File: src/hw/rtl/otsu_ram.sv
`default_nettype none
module otsu_ram #(
  parameter int unsigned WIDTH = 8,
  parameter int unsigned DEPTH = 256
) (
  input  wire logic                     clk,
  input  wire logic                     we,
  input  wire logic [$clog2(DEPTH)-1:0] waddr,
  input  wire logic [WIDTH-1:0]         wdata,
  input  wire logic [$clog2(DEPTH)-1:0] raddr,
  output logic      [WIDTH-1:0]         rdata
);

  logic [WIDTH-1:0] mem [DEPTH];

  always_ff @(posedge clk) begin
    if (we) begin
      mem[waddr] <= wdata;
    end
    rdata <= mem[raddr];
  end

endmodule
`default_nettype wire

File: config.mk
export PLATFORM = sky130hd
export DESIGN_NAME = otsu_ram
export DESIGN_NICKNAME = d
export VERILOG_FILES = /design/src/hw/rtl/otsu_ram.sv
export SDC_FILE = /design/constraint.sdc
export NUM_CORES = 2
export LEC_CHECK = 0
export BUFFER_PORTS_ARGS = -buffer_cell sky130_fd_sc_hd__buf_4
export CAP_MARGIN = 20
export CORE_MARGIN = 2
export CORE_UTILIZATION = 45
export DETAILED_ROUTE_END_ITERATION = 16
export GPL_TIMING_DRIVEN = 0
export PLACE_DENSITY = 0.59
export SYNTH_ARGS = -nofsm -noshare
export SYNTH_HDL_FRONTEND = slang
export SYNTH_SLANG_ARGS = --single-unit
File: constraint.sdc
create_clock -name clk -period 2.11 [get_ports clk]
set_input_delay 0.211 -clock clk [delete_from_list [all_inputs] [get_ports clk]]
set_output_delay 0.211 -clock clk [all_outputs]
set_load 0.01 [all_outputs]
# Word level (Yosys, flattened, before mapping)
# Memories as Yosys holds them, arrays and structs flattened. A register that Yosys moved wholly into a read port is not among the register bits.
# Cells that the tools add are included.
[word_totals]
latch_bits = 0
reg_bits = 0
elab_cells = 3
mem_count = 1
mem_bits_rw = 2048
romBits = 0
in_bits = 26
[mem_list]
columns = ["memory", "words", "word_bits", "rd", "rd_ports_with_merged_regs", "write_ports", "line_no", "rtl"]
rows = [
  ["mem", 256, 8, 1, 1, 1, "14", "logic [WIDTH-1:0] mem [DEPTH];"],
]
[classes]
mux = 2
n_reduce_logical = 0
div_mod_pow = 0
n_bitwise = 0
mul = 0
order_cmp = 0
eq_ne = 0
n_addsub = 0
shifts = 0
[ops]
columns = ["operator", "n"]
rows = [
  ["$mux 1", 2],
]

# Logic depth before layout (Yosys ltp)
[logic_depth]
depth_word = 2
depth_mapped = 11
depth_no_buf = 6

# Least setup slack after synthesis
# No wires, ideal clock.
[synth_path]
path_type = "input port to flip-flop"
startpoint = "input raddr[0]"
endpoint = "register rdata[2] (read register of mem)"
arrival_time_ps = 2018
cell_stages = 9
n_path_buf = 4
setup_ps = 131
setup_slack_ps = -39
path_cell_list = "buf_6 -> buf_12 -> buf_8 -> buf_2 -> mux4_2 -> a22oi_1 -> a21oi_1 -> nor4_1 -> nor4_2"
[synth_lines]
columns = ["item", "line_no", "rtl"]
rows = [
  ["start, declared", "10", "input wire logic [$clog2(DEPTH)-1:0] raddr,"],
  ["end, declared", "11", "output logic [WIDTH-1:0] rdata"],
]

==> impl_metrics.ini <==
[floorplanning]
dieArea_um2 = 180000
die_w_um = 424
start_util = 0.452
die_h_um = 424
core-area_um2 = 176000
ios = 34
num_rows = 154

[synthesis]
synth.largest_area_cell = edfxtp_1
ys_seq_area_frac = 0.775
syn_nets = 3759
synthCells = 3733
synth.avg_cell_area_um2 = 21.3
synth-main-ff-cell = edfxtp_1
synth_top_area_frac = 0.773
synth_area_leaders = edfxtp_1 77%, mux4_2 13%, mux2i_1 1.7%
ys_ff_latch = 2056
ys_warn_count = 0
synth-edff-count = 2048
ys_async_sr_fraction = 0
netlist_area_um2 = 79600
ys_types = 55

[critical_path]
critPathMaxStageDelay_ns = 0.58
crit_chain = buf_2 -> buf_4 -> buf_4 -> clkbuf_4 -> mux4_2 -> a221oi_4 -> o32ai_4 -> nor3_4 -> nor4_4
r2r-start = mem[210][3]$_DFFE_PP_
start_kind = input port
cp_top_family = buffers and inverters
cp-end-kind = register
crit_arrival_ns = 3.31
cp.required_ns = 2.83
reg2reg_slack_ns = -0.47
cp_slowest_cell = a221oi_4
crit_fanout = 10
worst_path_most_repeated_cell = buf_4
reg2reg_depth = 6
cp_num_buf_inv = 4
r2r-end = rdata[3]$_DFF_P_
critical_path_class = in2reg

[detailed_routing]
wire_per_inst_um = 37.4
drt.antenna.violating_nets = 0
remaining_drc_errors = 0
top_layer_used = met4
wl_met2_mm = 114
drtPass1Iterations = 6
viasPerCell = 6.32
wirelength_mm = 244
wl_met3_mm = 24.8
wl_met1_mm = 94.4
vias = 41300
dr.first_iter.drc_count = 6193

[clock_tree]
htreeDepth = 4
cts.clk_slew.worst_paths_ns = 0.06
cts_inserted_buffers = 202
root_buffer = clkbuf_16
cts_buffer_depth = 3
cts.sinks = 2056
clk_latency_ns = 0.87
cts_tree = done

[outcome]
violations = capacitance limit, slew limit, setup timing
status = finished, violations left

[pwr]
peakVddDrop_uv = 896
p_per_area_nw_per_um2 = 918
leakage_uw = 0.0281

[cells_and_area]
drive_gt1_frac = 0.308
stdcell_area_um2 = 92100
area_growth_pct = 15.8
final_net_count = 4047
mostFrequentLayoutCell = edfxtp_1
mostFrequentLayoutCells = 2048 x edfxtp_1, 455 x mux4_2, 202 x clkbuf_16

[place]
dp_hpwl_mm = 162
dpl_worst_slack_ns = -2.99
dpl_cell_area_um2 = 83500
port_buffers = 26
gp_congestion = 0.966

[hold_path]
hold_start = waddr[6]
min_to = mem[214][3]$_DFFE_PP_
min_path_cells = 3
hp-class = in2reg

[timing]
fin_ws_ns = -0.486
finalMaxSlewViolations = 11
post-route-min-period_ns = 2.60
hold_violations = 0
fin_skew_ns = 0.0507
report.final.setup_viol = 469
max_freq_mhz = 385
rsz0062_at_grt = true
min_period_over_period = 1.23
timing.setup.tns_ns = -36.09
worstMarginPinSlew_ns = 1.52
maxSlewHeadroom = -0.0114

[grt]
antenna_found_initial = 12
grt_max_degree = 153
grt_use_total = 0.272
grt_pass1_wl_mm = 333
grt_pass1_vias = 40700
grt_overflow = 0

[flow_run]
max_cap_viol_count = 1
## layer usage
metal / vias up / GRT usage
li1: 16300 / -
met1: 22200 / 0.371
met2: 2348 / 0.415
met3: 445 / 0.0698
met4: 0 / 0.119
met5: - / 0
## how the worst max path moves through the flow
| stage | slack [ns] | cells past startpoint | start | end |
|---|---|---|---|---|
| floorplan | 0.0009 | 9 | raddr[1] | rdata[6]$_DFF_P_ |
| global placement | -3.39 | 9 | raddr[1] | rdata[3]$_DFF_P_ |
| detailed placement | -2.99 | 9 | raddr[4] | rdata[3]$_DFF_P_ |
| CTS | -0.43 | 6 | mem[210][3]$_DFFE_PP_ | rdata[3]$_DFF_P_ |
| global route | -0.45 | 6 | mem[67][3]$_DFFE_PP_ | rdata[3]$_DFF_P_ |
| finish | -0.49 | 9 | raddr[1] | rdata[3]$_DFF_P_ |
## worst register-to-register path: cells and delay by family, from the launching register on
kind	cells	cell delay, ns
AO/OA/AOI/OAI	3	0.97
AND/OR/NAND/NOR	2	0.58
multiplexers	1	0.52
flip-flops	1	0.37
## logic make-up (layout without fill, tap and decap cells)
| group | after synthesis | after routing | synth area share |
|---|---|---|---|
| mux | 591 | 591 | 0.146 |
| other cells | 0 | 6 | 0 |
| simple gates | 466 | 466 | 0.0263 |
| flops | 2056 | 2056 | 0.775 |
| compound gates | 385 | 385 | 0.0342 |
| buf+inv | 235 | 693 | 0.0183 |
## Yosys cell counts (2+ instances only)
| cell type | instances |
|---|---|
| buf_8 | 13 |
| nand3_1 | 34 |
| buf_4 | 27 |
| nand2_1 | 33 |
| mux2i_1 | 134 |
| o211ai_1 | 10 |
| nand2b_1 | 8 |
| nand3b_1 | 2 |
| buf_12 | 8 |
| and3b_1 | 2 |
| a2111oi_0 | 2 |
| nor3_1 | 22 |
| o221ai_1 | 46 |
| mux4_2 | 454 |
| o21ai_0 | 10 |
| a22oi_1 | 133 |
| a31oi_1 | 2 |
| a311oi_1 | 2 |
| clkbuf_1 | 111 |
| or2_2 | 4 |
| a22o_1 | 8 |
| nor4_2 | 3 |
| edfxtp_1 | 2048 |
| dfxtp_1 | 8 |
| o22a_1 | 5 |
| and2_1 | 6 |
| o22ai_1 | 28 |
| o32ai_1 | 4 |
| nor4_1 | 24 |
| a211oi_1 | 16 |
| a21oi_1 | 96 |
| a2111oi_1 | 2 |
| o21ai_1 | 2 |
| nor2_1 | 282 |
| mux4_1 | 2 |
| nand4_1 | 10 |
| buf_2 | 31 |
| nor2b_1 | 31 |
| buf_1 | 22 |
| a221oi_1 | 13 |
| buf_6 | 21 |
## sequential cells by signal, indices dropped and copies added (netlist names)
signal and flops:
rdata 8, mem 2048
## power by group
| group | total [uW] | internal (uW) | leakage (uW) | switching, uW |
|---|---|---|---|---|
| clock | 34100 | 18200 | 0.00302 | 15900 |
| combinational | 5340 | 1720 | 0.00658 | 3620 |
| sequential | 45100 | 45000 | 0.0185 | 28.2 |
## final cells by class
cell class              count  area, um2
fillers                 13700      83800
flip-flops and latches   2056      61700
multi-input cells        1442      18400
clock buffers             250       5240
well taps                2340       2930
plain buffers             230       1780
repair buffers             87       1170
clock inverters           124        952
diodes                      6       15.0
inverters                   2       7.51
## through the flow
stage	instances	power [uW]	utilization	hold WS (ns)
3_3_place_gp	6099	50600	0.470	0.601
3_5_place_dp	6141	50700	0.475	0.603
4_1_cts	6529	84600	0.520	0.0905
6_report	6537	84500	0.524	0.180
2_1_floorplan	3733	48100	-	0.310
5_1_grt	6535	86400	0.524	0.151
## what timing repair did
| action | in CTS | in global routing |
|---|---|---|
| gates resized for setup | 458 | 131 |
| setup endpoints to repair | 1311 | 878 |
| pin swaps | 32 | 17 |
| endpoints found under the hold margin | 639 | 0 |
| hold buffers | 8 | 0 |
| buffers inserted | 9 | 0 |
Power figures use the tool's default switching activity.
